===== src/hdl/lnp_pkg.sv =====
// Shared types and constants for the link-packet receiver.
// No dependencies; imported by lnp_parse_core and lnp_packet_receiver.
`default_nettype none

package lnp_pkg;

    localparam int BYTE_W    = 8;
    localparam int LEN_W     = 9;
    localparam int MAX_BURST = 511;

    // header byte is 11110ttt
    localparam logic [BYTE_W-1:0] HDR_MASK  = 8'hF8;
    localparam logic [BYTE_W-1:0] HDR_MATCH = 8'hF0;
    localparam logic [BYTE_W-1:0] SUM_SEED  = 8'hFF;

    localparam logic [2:0] TYPE_INTEGRITY = 3'd0;
    localparam logic [2:0] TYPE_ADDRESSED = 3'd1;

    typedef enum logic [2:0] {
        PH_HEADER = 3'd0,
        PH_LENGTH = 3'd1,
        PH_DEST   = 3'd2,
        PH_SRC    = 3'd3,
        PH_DATA   = 3'd4,
        PH_CRC    = 3'd5
    } t_phase;

    typedef enum logic [2:0] {
        ST_INTEGRITY_OK = 3'd0,
        ST_ADDRESSED_OK = 3'd1,
        ST_UNKNOWN_OK   = 3'd2,
        ST_BAD_CHECKSUM = 3'd3,
        ST_SIZE_MISMATCH = 3'd4
    } t_status;

    typedef struct packed {
        logic              payload_valid;
        logic [BYTE_W-1:0] payload_byte;
        logic              frame_done;
        t_status           frame_status;
        logic [2:0]        frame_type;
        logic [3:0]        dest_host;
        logic [3:0]        dest_port;
        logic [3:0]        src_host;
        logic [3:0]        src_port;
    } t_result;

endpackage

`default_nettype wire


===== src/hdl/lnp_parse_core.sv =====
// Packet parse state machine: phase, running sum, counters, captured addresses.
// Depends on lnp_pkg; produces the result word for the byte being accepted.
`default_nettype none

module lnp_parse_core
    import lnp_pkg::*;
(
    input  wire logic              i_clk,
    input  wire logic              i_rst_n,
    input  wire logic              i_en,
    input  wire logic [BYTE_W-1:0] i_rx_byte,
    input  wire logic [LEN_W-1:0]  i_burst_len,
    output t_result                o_result
);

    t_phase            r_phase, n_phase;
    logic [2:0]        r_type, n_type;
    logic [BYTE_W-1:0] r_sum, n_sum;
    logic [LEN_W-1:0]  r_count, n_count;
    logic [LEN_W-1:0]  r_end, n_end;
    logic [BYTE_W-1:0] r_dest, n_dest;
    logic [BYTE_W-1:0] r_src, n_src;

    logic [LEN_W-1:0]  count_inc;
    logic [BYTE_W-1:0] sum_add;
    logic [LEN_W:0]    len_plus3;
    logic              size_bad;
    logic [LEN_W-1:0]  end_calc;

    logic              pv, done;
    t_status           status;

    assign count_inc = r_count + LEN_W'(1);
    assign sum_add   = r_sum + i_rx_byte;
    assign len_plus3 = (LEN_W+1)'(i_rx_byte) + (LEN_W+1)'(3);
    assign size_bad  = (len_plus3 != {1'b0, i_burst_len})
                    || ({1'b0, i_burst_len} > (LEN_W+1)'(MAX_BURST));
    assign end_calc  = LEN_W'(i_rx_byte) + LEN_W'(2);

    // next state
    always_comb begin
        n_phase = r_phase;
        n_type  = r_type;
        n_sum   = r_sum;
        n_count = r_count;
        n_end   = r_end;
        n_dest  = r_dest;
        n_src   = r_src;
        case (r_phase)
            PH_LENGTH: begin
                n_count = LEN_W'(2);
                if (size_bad) begin
                    n_phase = PH_HEADER;
                end else begin
                    n_sum = sum_add;
                    n_end = end_calc;
                    if (LEN_W'(2) >= end_calc)
                        n_phase = PH_CRC;
                    else if (r_type == TYPE_ADDRESSED)
                        n_phase = PH_DEST;
                    else
                        n_phase = PH_DATA;
                end
            end
            PH_DEST: begin
                n_sum   = sum_add;
                n_dest  = i_rx_byte;
                n_count = count_inc;
                n_phase = (count_inc >= r_end) ? PH_CRC : PH_SRC;
            end
            PH_SRC: begin
                n_sum   = sum_add;
                n_src   = i_rx_byte;
                n_count = count_inc;
                n_phase = (count_inc >= r_end) ? PH_CRC : PH_DATA;
            end
            PH_DATA: begin
                n_sum   = sum_add;
                n_count = count_inc;
                n_phase = (count_inc >= r_end) ? PH_CRC : PH_DATA;
            end
            PH_CRC: begin
                n_phase = PH_HEADER;
            end
            default: begin
                // hunting; unused codes land here too
                n_phase = PH_HEADER;
                if ((i_rx_byte & HDR_MASK) == HDR_MATCH) begin
                    n_type  = i_rx_byte[2:0];
                    n_sum   = SUM_SEED + i_rx_byte;
                    n_count = LEN_W'(1);
                    n_phase = PH_LENGTH;
                end
            end
        endcase
    end

    // per-byte outputs
    always_comb begin
        pv     = 1'b0;
        done   = 1'b0;
        status = ST_INTEGRITY_OK;
        case (r_phase)
            PH_LENGTH: begin
                if (size_bad) begin
                    done   = 1'b1;
                    status = ST_SIZE_MISMATCH;
                end
            end
            PH_DATA: begin
                pv = 1'b1;
            end
            PH_CRC: begin
                done = 1'b1;
                if (i_rx_byte != r_sum)
                    status = ST_BAD_CHECKSUM;
                else if (r_type == TYPE_ADDRESSED)
                    status = ST_ADDRESSED_OK;
                else if (r_type == TYPE_INTEGRITY)
                    status = ST_INTEGRITY_OK;
                else
                    status = ST_UNKNOWN_OK;
            end
            default: begin
                pv = 1'b0;
            end
        endcase
    end

    always_comb begin
        o_result.payload_valid = pv;
        o_result.payload_byte  = pv ? i_rx_byte : '0;
        o_result.frame_done    = done;
        o_result.frame_status  = status;
        o_result.frame_type    = n_type;
        o_result.dest_host     = n_dest[7:4];
        o_result.dest_port     = n_dest[3:0];
        o_result.src_host      = n_src[7:4];
        o_result.src_port      = n_src[3:0];
    end

    always_ff @(posedge i_clk) begin
        if (!i_rst_n) begin
            r_phase <= PH_HEADER;
            r_type  <= '0;
            r_sum   <= SUM_SEED;
            r_count <= '0;
            r_end   <= '0;
            r_dest  <= '0;
            r_src   <= '0;
        end else if (i_en) begin
            r_phase <= n_phase;
            r_type  <= n_type;
            r_sum   <= n_sum;
            r_count <= n_count;
            r_end   <= n_end;
            r_dest  <= n_dest;
            r_src   <= n_src;
        end
    end

endmodule

`default_nettype wire


===== src/hdl/lnp_packet_receiver.sv =====
// Top level of the link-packet receiver: input handshake, parse core, result register.
// Depends on lnp_pkg and lnp_parse_core.
//
// Usage:
//   Input channel: i_valid / o_stall with i_rx_byte and i_burst_len. A word is
//   taken at a rising edge where i_valid is high and o_stall is low. Every
//   accepted byte yields exactly one result word.
//   Output channel: o_valid / i_stall with the result fields. A result word is
//   taken at a rising edge where o_valid is high and i_stall is low.
//   The result word for a byte is registered when taken and shows in the next cycle.
//   Throughput: one byte per cycle while o_stall is low. The parse state
//   machine updates in the same cycle the byte is taken, so bytes may follow
//   back to back; the result register is the only stage.
//   Stall: while the result register holds a word the receiver has not taken
//   and i_stall is high, o_stall is raised and no new byte is taken; the held
//   word stays unchanged. When the result is taken, a new byte may be taken
//   in that same cycle.
//   Reset (i_rst_n low, synchronous): the parser returns to header hunt with
//   the sum seeded to 0xFF, counters and captured addresses cleared, and the
//   result register empty.
`default_nettype none

module lnp_packet_receiver
    import lnp_pkg::*;
(
    input  wire logic              i_clk,
    input  wire logic              i_rst_n,
    input  wire logic              i_valid,
    output logic                   o_stall,
    input  wire logic [BYTE_W-1:0] i_rx_byte,
    input  wire logic [LEN_W-1:0]  i_burst_len,
    output logic                   o_valid,
    input  wire logic              i_stall,
    output logic                   o_payload_valid,
    output logic [BYTE_W-1:0]      o_payload_byte,
    output logic                   o_frame_done,
    output logic [2:0]             o_frame_status,
    output logic [2:0]             o_frame_type,
    output logic [3:0]             o_dest_host,
    output logic [3:0]             o_dest_port,
    output logic [3:0]             o_src_host,
    output logic [3:0]             o_src_port
);

    t_result r_out;
    logic    r_valid;
    t_result result;
    logic    accept;

    // hold off the sender only while a result word sits untaken
    assign o_stall = r_valid && i_stall;
    assign accept  = i_valid && !o_stall;

    lnp_parse_core u_core (
        .i_clk       (i_clk),
        .i_rst_n     (i_rst_n),
        .i_en        (accept),
        .i_rx_byte   (i_rx_byte),
        .i_burst_len (i_burst_len),
        .o_result    (result)
    );

    always_ff @(posedge i_clk) begin
        if (!i_rst_n) begin
            r_valid <= 1'b0;
        end else if (accept) begin
            r_valid <= 1'b1;
        end else if (!i_stall) begin
            r_valid <= 1'b0;
        end
    end

    // payload register, no reset needed
    always_ff @(posedge i_clk) begin
        if (accept) begin
            r_out <= result;
        end
    end

    assign o_valid         = r_valid;
    assign o_payload_valid = r_out.payload_valid;
    assign o_payload_byte  = r_out.payload_byte;
    assign o_frame_done    = r_out.frame_done;
    assign o_frame_status  = r_out.frame_status;
    assign o_frame_type    = r_out.frame_type;
    assign o_dest_host     = r_out.dest_host;
    assign o_dest_port     = r_out.dest_port;
    assign o_src_host      = r_out.src_host;
    assign o_src_port      = r_out.src_port;

endmodule

`default_nettype wire

===== config.mk =====
export PLATFORM = sky130hd
export DESIGN_NAME = lnp_packet_receiver
export DESIGN_NICKNAME = d
export VERILOG_FILES = /design/src/hdl/lnp_pkg.sv /design/src/hdl/lnp_parse_core.sv /design/src/hdl/lnp_packet_receiver.sv
export SDC_FILE = /design/constraint.sdc
export NUM_CORES = 1
export LEC_CHECK = 0
export ABC_AREA = 1
export BUFFER_PORTS_ARGS = -buffer_cell sky130_fd_sc_hd__buf_2
export CORE_ASPECT_RATIO = 0.9
export CORE_UTILIZATION = 30
export CTS_CLUSTER_DIAMETER = 200
export CTS_CLUSTER_SIZE = 12
export DETAILED_ROUTE_END_ITERATION = 16
export PLACE_DENSITY = 0.43
export SLEW_MARGIN = 30
export SYNTH_ARGS = -nofsm -noshare
export SYNTH_HDL_FRONTEND = slang
export SYNTH_SLANG_ARGS = --single-unit
export TNS_END_PERCENT = 50

===== constraint.sdc =====
create_clock -name i_clk -period 4.3 [get_ports i_clk]
set_input_delay 0.86 -clock i_clk [delete_from_list [all_inputs] [get_ports i_clk]]
set_output_delay 0.86 -clock i_clk [all_outputs]
set_load 0.02 [all_outputs]

== After elaboration in Yosys (flattened, before gate mapping) ==
Cells that the tools add are included.

* Bits in registers: 81
* Latch bits: 0
* Memory bits (writable): 0
* ROM bits: 0
* Input port bits: 21
* Output and inout port bits: 34
* Logic and storage cells: 74
* Memories: 0

* Add/subtract/negate cells: 5
* Multiply operators: 0
* Div/mod/pow operators: 0
* $lt $le $gt $ge: 2
* Equal/unequal tests: 11
* Shift-type cells: 0
* Mux-type cells: 26
* Bitwise operators: 2
* Reductions and logical operators: 11

{| class="wikitable"
|+ Operators with widths
! kind !! count
|-
| 8-bit two-way mux || 4
|-
| 3-bit two-way mux || 9
|-
| 9-bit one-hot mux with 3 select lines || 1
|-
| 8-bit one-hot mux with 3 select lines || 1
|-
| 8-bit by 2-bit adder with 9-bit output (second input constant) || 2
|-
| 3-bit one-hot mux with 4 select lines || 1
|-
| 10-bit by 9-bit inequality test with 1-bit output || 1
|-
| 9-bit by 1-bit adder with 9-bit output (second input constant) || 1
|-
| 2-bit by 9-bit >= comparator with 1-bit output (first input constant) || 1
|-
| 9-bit >= comparator || 1
|-
| 9-bit two-way mux || 1
|-
| 8-bit adder || 1
|-
| 8-bit adder (first input constant) || 1
|-
| 8-bit inequality test || 1
|-
| 3-bit by 1-bit == test with 1-bit output (second input constant) || 2
|-
| 3-bit by 2-bit == test with 1-bit output (second input constant) || 2
|-
| 3-bit == test (second input constant) || 2
|-
| 1-bit two-way mux || 6
|-
| 3-bit one-hot mux with 2 select lines || 1
|-
| 3-bit AND reduction || 2
|-
| 5-bit == test (second input constant) || 1
|-
| 5-bit OR reduction || 1
|-
| 4-bit AND reduction || 1
|-
| 3-bit zero test || 1
|-
| 10 further kinds || 12
|}

== Logic depth before layout (Yosys ltp) ==
Gate-level depths: netlist of the first run.

* Depth after elaboration: 5
* Mapped depth: 16
* Mapped depth without buffers: 16

== Cells and area by module ==
A second synthesis of the first run with hierarchy kept.

* Cell total of the unflattened synthesis: 588
* Area, all modules: 4648.2 µm²

{| class="wikitable"
|+ By module, submodules not included
! module !! times used !! cells each !! area each (µm²)
|-
| lnp_parse_core || 1 || 549 || 3634.7
|-
| lnp_packet_receiver || 1 || 39 || 1013.5
|}

== Worst setup path before layout of the first run ==
OpenSTA, ideal clock, no wires.

* Path type: input to register
* Start point: input i_stall
* End point: register r_out (netlist bit o_dest_host[0]) (enable)
* Data arrival time: 2.326 ns
* Data required time: 3.891 ns
* Path slack: 1.565 ns
* Cell stages on the path: 4
* Buffers on the path: 1
* Cells stage by stage: nand2_1 inv_1 nor2_4 buf_1

* Word-level cells in the longest chain between the ends: 3

{| class="wikitable"
|+ Ends and longest elaborated chain
! what !! line !! source
|-
| start, declared || lnp_packet_receiver.sv:33 || <nowiki>input wire logic i_stall,</nowiki>
|-
| 1-bit logical AND || lnp_packet_receiver.sv:51 || <nowiki>assign o_stall = r_valid && i_stall;</nowiki>
|-
| named net o_stall || lnp_packet_receiver.sv:29 || <nowiki>output logic o_stall,</nowiki>
|-
| 1-bit zero test || lnp_packet_receiver.sv:52 || <nowiki>assign accept = i_valid && !o_stall;</nowiki>
|-
| 1-bit logical AND || lnp_packet_receiver.sv:52 ||
|-
| named net accept || lnp_packet_receiver.sv:48 || <nowiki>logic accept;</nowiki>
|-
| end signal, assigned || lnp_packet_receiver.sv:76 || <nowiki>r_out <= result;</nowiki>
|-
| end, declared || lnp_packet_receiver.sv:45 || <nowiki>t_result r_out;</nowiki>
|}

The timed path passes the listed nets, and every way through them passes these cells.
A chain may end at the register's enable or synchronous reset.

== Worst setup path in the final report of the first run ==
* Start point: input i_rx_byte[1]
* End point: register u_core.r_end[8]

* Word-level cells in the longest chain between the ends: 4
* Elaborated cells between the ends (all ways): 5

{| class="wikitable"
|+ Ends and longest elaborated chain
! what !! line !! source
|-
| start, declared || lnp_packet_receiver.sv:30 || <nowiki>input wire logic [BYTE_W-1:0] i_rx_byte,</nowiki>
|-
| 8-bit by 2-bit adder with 9-bit output || lnp_parse_core.sv:35 || <nowiki>assign len_plus3 = (LEN_W+1)'(i_rx_byte) + (LEN_W+1)'(3);</nowiki>
|-
| 10-bit by 9-bit inequality test with 1-bit output || lnp_parse_core.sv:36 || <nowiki>assign size_bad = (len_plus3 != {1'b0, i_burst_len})</nowiki>
|-
| 1-bit NOT (no line) || -- ||
|-
| 3-bit AND reduction (no line) || -- ||
|-
| end signal, assigned || lnp_parse_core.sv:156 || <nowiki>r_end <= n_end;</nowiki>
|-
| end, declared || lnp_parse_core.sv:20 || <nowiki>logic [LEN_W-1:0] r_end, n_end;</nowiki>
|}

Several ways; a longest one is shown, not always the timed one.

==> summary.md, run 1 <==
| Metric | Value |
|---|---|
| Status | complete, no violations |
| GRT Total Usage | 0.163 |
| I/O pin cnt | 55 |
| Starting Density | 0.310 |
| Critical Path Source | i_rx_byte[1] |
| Power per Cell Area | around 340 mW/mm2 |
| Die width | roughly 130 um |
| Combinational Power Share | 0.128 |
| # DRC | 0 |
| Diode count | 0 |
| Reg power frac | 0.473 |
| CP Class | in2reg |
| Slew HR | 0.612 |
| CTS Buffer Depth | 2 |
| Unrepaired setup endpoints after global routing | false |
| Final Setup Violations | 0 |
| Switching Power | between 0.4 and 0.5 mW |
| Global-route wire length before repair | between 15 and 20 mm |
| Die Y | between 100 and 150 um |
| Post-CTS sizing | 0 |
| Post-Syn Nets | 637 |
| Largest vdd supply drop | ~0.19 mV |
| Ys Warns | 0 |
| Vias in the first global route | between 3,000 and 4,000 |
| Share of cells above drive strength 1 | 0.172 |
| Filler Cell Count | roughly 1,600 |
| Min Tclk post-route | 2.91 ns |
| Post-CTS setup buffers | 0 |
| Leakage power | approximately 2.5 nW |
| Final Hold Fails | 0 |
| Hold WC Path Type | reg2reg |
| Worst-Margin Slew | between 0.5 and 0.6 ns |
| Setup TNS | 0 ns |
| Area grow syn2layout | 15.5% |
| Drt first pass iters | 4 |
| Final HPWL DP | roughly 9 mm |
| Gpl congestion | roughly 0.8 |
| Clk pwr share | 0.399 |
| Core area | roughly 0.015 mm2 |
| Via count | between 3,000 and 4,000 |
| Dpl ws | 1.06 ns |
| Final period util | 0.677 |
| Worst Reg-to-Reg Cells | 16 |
| Area of the multi-input gates | ~0.0022 mm2 |
| Synth Area per Inst | around 7.8 um2 |
| Cells after Synth | between 500 and 600 |
| Clock latency on the worst-skew pair | roughly 0.35 ns |
| Min-delay src | u_core.r_count[7]$_SDFFE_PN0P_ |
| DR vias/cell | 4.62 |
| Hold slack final | 0.460 ns |
| Fin. max-slew vios | 0 |
| TritonCTS clock tree | done |
| Hold path depth | 2 |
| DIE AREA | 0.0159 mm2 |
| Hold-fix buffers, CTS | 0 |
| CP max FO | 11 |
| CTS buffer count | 9 |
| RR Startpoint | u_core.r_phase[1]$_SDFFE_PN0P_ |
| CP arrival | between 3 and 4 ns |
| Internal | approximately 1.3 mW |
| Worst setup SP type | input port |
| Sink Count | 81 |
| Drt initial violations | ~210 |
| NumNets Final | 690 |
| CP endpoint kind | register |
| Root Driver | clkbuf_16 |
| Placement Rows | 42 |
| Worst EP required | 4.53 ns |
| Post-Route WL | 12.2 mm |
| Flops & latches, synth | a little over 80 |
| Largest net degree at the start of global routing | 37 |
| DR WL/cell | about 14 um |
| Final worst slack | 1.39 ns |
| Fmax | 344 MHz |
| Sw Share | 0.275 |
| Input/output buffers | 54 |
| Clock transition at the registers of the reported paths | about 0.06 ns |
| Seq. cell area | slightly below 0.002 mm2 |
| Seq/Total Area, Yosys | 0.421 |
| Number of routed nets with antenna violations | 0 |
| Distinct cells, synth | 41 |
| Max Cap Violations | 0 |
| Gr ovfl total | 0 |
| Core Util, Final | 0.358 |
| Post-Syn Area | around 0.0046 mm2 |
| Layout Skew | approximately 0.0061 ns |
| Initial antenna violation count | 0 |
| H-Tree Depth | 3 |
==> kinds of logic after synthesis <==
kind of cell / share of synthesized area
AOI/OAI and AO/OA: 0.130
xor gates and xnor gates: 0.0456
adders and majority gates: 0.0641
buffers and inverters: 0.100
DFF: 0.421
and+or+nand+nor: 0.239
==> synthesized netlist by cell type, drive strengths merged <==
cell type | number | area, um2
xnor2 | 9 | 78.8
o21a | 1 | 7.51
nor3 | 3 | 20.0
nor4 | 2 | 12.5
nand3 | 32 | 175
a21oi | 44 | 228
o211ai | 3 | 27.5
or2 | 7 | 43.8
clkbuf | 6 | 22.5
xor2 | 15 | 131
nand4 | 6 | 37.5
o31ai | 1 | 7.51
inv | 90 | 338
dfxtp | 49 | 981
a211oi | 1 | 12.5
fa | 1 | 20.0
o21ai | 58 | 302
a31o | 1 | 8.76
nand3b | 3 | 22.5
o21bai | 1 | 7.51
buf | 11 | 88.8
clkinv | 3 | 12.5
nor2 | 61 | 267
ha | 22 | 275
edfxtp | 32 | 961
nand2 | 131 | 522
==> flip-flops by register name, summed over array words and instances, names as in the netlist <==
name	flops
u_core.r_count	9
u_core.r_end	9
o_payload_byte	8
u_core.r_dest	8
u_core.r_src	8
u_core.r_sum	8
o_dest_host	4
o_dest_port	4
o_src_host	4
o_src_port	4
o_frame_status	3
o_frame_type	3
u_core.r_phase	3
u_core.r_type	3
o_frame_done	1
o_payload_valid	1
o_valid	1
==> placed cells by master, fill, tap and decap left out, types with 2 or more instances in the layout <==
cell type,instances
ha_1,22
clkbuf_1,2
a21oi_2,2
xnor2_1,9
buf_4,5
dfxtp_1,49
nand2_1,123
inv_2,5
xor2_1,15
clkinv_1,2
clkinv_2,3
nor2_4,4
inv_1,85
o21ai_1,7
nand4_1,6
nor2_2,3
nand2_4,2
clkbuf_16,9
a21oi_1,42
o211ai_1,2
o21ai_0,50
nor3_2,2
nor2_1,54
edfxtp_1,32
buf_2,54
nor4_1,2
nand3b_1,3
nand3_1,29
or2_2,7
nand2_2,6
nand3_2,3
==> layer usage <==
metal | part of all wire | GRT usage | wire length (um) | up-vias
met5 | 0 | 0 | 0 | -
met4 | 0.014 | 0.0589 | 176 | 0
met3 | 0.044 | 0.0368 | 538 | 10
met2 | 0.45 | 0.249 | 5440 | 74
met1 | 0.50 | 0.224 | 6060 | 1809
li1 | - | - | - | 2026
==> power by group through the flow <==
stage | Combinational, mW | Clock (mW) | Sequential [mW]
final | 0.230 | 0.715 | 0.848
after detailed placement | 0.232 | 0 | 0.865
after CTS | 0.232 | 0.744 | 0.848
after floorplan | 0.132 | 0 | 0.890
after global placement | 0.230 | 0 | 0.864
after global routing | 0.257 | 0.775 | 0.851
==> layout make-up <==
class | count | area share
multi-input combinational | 402 | 0.415
sequential | 81 | 0.365
inverter | 93 | 0.0658
timing repair buffer | 59 | 0.0578
tap | 198 | 0.0465
clock buffer | 11 | 0.0437
clock inverter | 5 | 0.00611
==> worst paths after layout <==
check | endpoint | slack, ns
hold reg to reg | u_core.r_count[7]$_SDFFE_PN0P_ | 0.46
setup / recovery | u_core.r_end[8]$_SDFFE_PN0P_ | 1.39
hold / removal | u_core.r_count[7]$_SDFFE_PN0P_ | 0.46
setup reg to reg | u_core.r_sum[6]$_SDFFE_PN1P_ | 1.52
==> worst max-delay path: stages <==
cell and delay [ns]:
buf_2 0.23, inv_1 0.24, ha_1 0.36, inv_1 0.04, nand2_1 0.05, nand2_1 0.04, nor2_1 0.11, nand3_1 0.14
nor2_4 0.11, nand2_2 0.08, nor2_2 0.24, nand3_2 0.28, clkinv_2 0.17, nand2_1 0.07, nand2_1 0.07, a21oi_1 0.04
==> per-stage QoR <==
stage / instances / area (um2) / power [mW]
final: 849 / 5320 / 1.79
after global routing: 849 / 5320 / 1.88
after CTS: 849 / 5320 / 1.82
after detailed placement: 833 / 5050 / 1.10
after global placement: 833 / 5050 / 1.09
after floorplan: 593 / 4610 / 1.02
No activity file was read; power rests on OpenSTA's default activity.
==> run 2, diff against run 1 <==
==> constraint.sdc (replaced) <==
create_clock -name i_clk -period 2.9 [get_ports i_clk]
set_input_delay 0.58 -clock i_clk [delete_from_list [all_inputs] [get_ports i_clk]]
set_output_delay 0.58 -clock i_clk [all_outputs]
set_load 0.02 [all_outputs]
==> summary.md, run 2 (synthesis gave the netlist of run 1 again) <==
| Metric | Value |
|---|---|
| Most frequent cells in the layout | 123 x nand2_1, 85 x inv_1, 54 x buf_2 |
| CP max FO | 7 (-4) |
| Critical Path Source | u_core.r_phase[0]$_SDFFE_PN0P_ |
| Worst-Margin Slew | 0.533 ns (-0.0462 ns) |
| Setup crit end | u_core.r_sum[6]$_SDFFE_PN1P_ |
| H-Tree Depth | 3 (unchanged) |
| Max Cap Violations | 0 (unchanged) |
| Via count | 3,992 (+1.9%) |
| Fin. max-slew vios | 0 (unchanged) |
| Slew HR | 0.644 (+0.0320) |
| Fmax | roughly 380 MHz |
| CTS buffer count | 9 (unchanged) |
| Die width | 133 um (unchanged) |
| Clock latency on the worst-skew pair | 0.35 ns (about the same) |
| Global-route wire length before repair | 19.4 mm (-0.53%) |
| CP arrival | 2.92 ns (-0.22 ns) |
| Post-route cell area | 0.00543 mm2 (+2.1%) |
| Area grow syn2layout | 17.9% |
| Worst Reg-to-Reg Cells | 16 (unchanged) |
| Reg power frac | 0.456 (-0.017) |
| DR WL/cell | 14.1 um (-2.2%) |
| R2r setup slk | 0.27 ns (-1.25 ns) |
| DIE AREA | 0.0159 mm2 (unchanged) |
| TritonCTS clock tree | done |
| Die Y | 120 um (unchanged) |
| Leakage power | 2.52 nW (+2.1%) |
| Power per Cell Area | 507 mW/mm2 (+51%) |
| Core area | 0.0149 mm2 (unchanged) |
| Placement Rows | 42 (unchanged) |
| NumNets Final | 699 (+1.3%) |
| Final Hold Fails | 0 (unchanged) |
| RR Endpoint | u_core.r_sum[6]$_SDFFE_PN1P_ |
| Diode count | 0 (unchanged) |
| Sink Count | 81 (unchanged) |
| Worst EP required | 3.19 ns (-1.34 ns) |
| Largest vdd supply drop | 0.323 mV (+70%) |
| Input/output buffers | 54 (unchanged) |
| Root Driver | clkbuf_16 |
| Final period util | 0.908 |
| DP Area | 0.00512 mm2 (+1.3%) |
| Setup TNS | 0 ns (unchanged) |
| Commonest non-fill, non-tap cell in the layout | nand2_1 |
| GRT Total Usage | 0.160 (-0.00271) |
| Starting Density | 0.310 (unchanged) |
| Final HPWL DP | 9.03 mm (+1.2%) |
| DR vias/cell | 4.65 (+0.79%) |
| RR Startpoint | u_core.r_phase[0]$_SDFFE_PN0P_ |
| Layout Skew | 0.00886 ns (+0.00281 ns) |
| Internal | 2.02 mW (+55%) |
| Switching Power | 0.738 mW (+50%) |
| CP endpoint kind | register |
| Drt first pass iters | 5 (+1) |
| Initial antenna violation count | 0 (unchanged) |
| Gpl congestion | 0.804 (about the same) |
| Combinational Power Share | 0.126 (-0.002) |
| Clock transition at the registers of the reported paths | 0.07 ns (about the same) |
| Number of routed nets with antenna violations | 0 (unchanged) |
| Unrepaired setup endpoints after global routing | false |
| Largest registers | u_core.r_count x9, u_core.r_end x9 |
| Final Setup Violations | 0 (unchanged) |
| Gr ovfl total | 0 (unchanged) |
| Share of cells above drive strength 1 | 0.192 (+0.0204) |
| CP Class | reg2reg |
| Status | complete, no violations |
| Largest net degree at the start of global routing | 37 (unchanged) |
| # DRC | 0 (unchanged) |
| Worst setup SP type | register |
| Drt initial violations | 181 (-12%) |
| Hold WC Path Type | reg2reg |
| Sw Share | 0.268 (-0.00764) |
| I/O pin cnt | 55 (unchanged) |
| Vias in the first global route | 3,707 (+1.3%) |
| Post-CTS setup buffers | 0 (unchanged) |
| Post-Route WL | 12.1 mm (-1.1%) |
| Min Tclk post-route | 2.63 ns |
| CTS Buffer Depth | 2 (unchanged) |
| Clk pwr share | 0.418 (+0.019) |
==> run 2: cell count changes in the layout (fill, tap and decap cells not counted), moves of 2 or more <==
cell      delta
buf_4        +9
clkbuf_1     -2
dfxtp_1      -3
dfxtp_2      +3
nor2_1       -2
nor2_2       +2
nor3_2       -2
==> run 2: layout make-up <==
type	instances	area, um2
Clock buffer	9	225
Sequential cell	81	1950
Inverter	93	350
Multi-Input combinational cell	402	2220
Timing Repair Buffer	68	375
Tap cell	198	248
Fill cell	1572	9440
Clock inverter	7	70.1
==> run 2: routing by layer <==
layer / GRT usage / up-vias / routed length (um)
li1: - / 2039 / -
met1: 0.223 / 1864 / 6270
met2: 0.245 / 75 / 5230
met3: 0.0325 / 14 / 401
met4: 0.0568 / 0 / 174
met5: 0 / - / 0
==> run 2: worst max-delay path, cell delays in order (launching register included) <==
cell and delay, ns:
dfxtp_2 0.39, inv_1 0.07, nor2_1 0.12, nand2_1 0.12, nand2_2 0.10, inv_1 0.11, or2_2 0.30, ha_1 0.24
fa_2 0.37, nand3_1 0.09, nand2_1 0.07, nand2_1 0.08, nand2_1 0.07, a21oi_1 0.15, xnor2_1 0.15, nand3_1 0.09
nand3_1 0.08
==> run 2: power groups by stage <==
stage / Sequential [mW] / Combinational, mW / Clock (mW)
6_report: 1.26 / 0.347 / 1.15
5_1_grt: 1.26 / 0.388 / 1.23
4_1_cts: 1.26 / 0.350 / 1.19
3_5_place_dp: 1.28 / 0.349 / 0
3_3_place_gp: 1.28 / 0.347 / 0
2_1_floorplan: 1.32 / 0.196 / 0
==> run 2: how the worst min path moves through the flow <==
stage                                   startpoint                              to  cells past startpoint
floorplan             u_core.r_end[8]$_SDFFE_PN0P_    u_core.r_end[8]$_SDFFE_PN0P_                      2
global placement    u_core.r_count[7]$_SDFFE_PN0P_  u_core.r_count[7]$_SDFFE_PN0P_                      2
detailed placement  u_core.r_count[7]$_SDFFE_PN0P_  u_core.r_count[7]$_SDFFE_PN0P_                      2
CTS                 u_core.r_count[7]$_SDFFE_PN0P_  u_core.r_count[7]$_SDFFE_PN0P_                      2
global route        u_core.r_count[7]$_SDFFE_PN0P_  u_core.r_count[7]$_SDFFE_PN0P_                      2
finish              u_core.r_count[7]$_SDFFE_PN0P_  u_core.r_count[7]$_SDFFE_PN0P_                      2
==> run 2: per-stage QoR <==
| step | hold WS (ns) | instances | util | worst slack, ns | total power, mW |
|---|---|---|---|---|---|
| floorplan | 0.432 | 593 | - | 0.445 | 1.52 |
| global placement | 0.452 | 842 | 0.344 | 0.148 | 1.63 |
| detailed placement | 0.457 | 842 | 0.344 | 0.134 | 1.63 |
| CTS | 0.466 | 858 | 0.364 | 0.111 | 2.79 |
| global route | 0.482 | 858 | 0.365 | 0.0434 | 2.88 |
| finish | 0.461 | 858 | 0.365 | 0.267 | 2.76 |
==> run 2: repair_timing <==
action	in CTS	in global routing
endpoints found under the setup margin	0	1
hold endpoints to repair	0	0
gates resized for setup	0	7
hold buffers	0	0
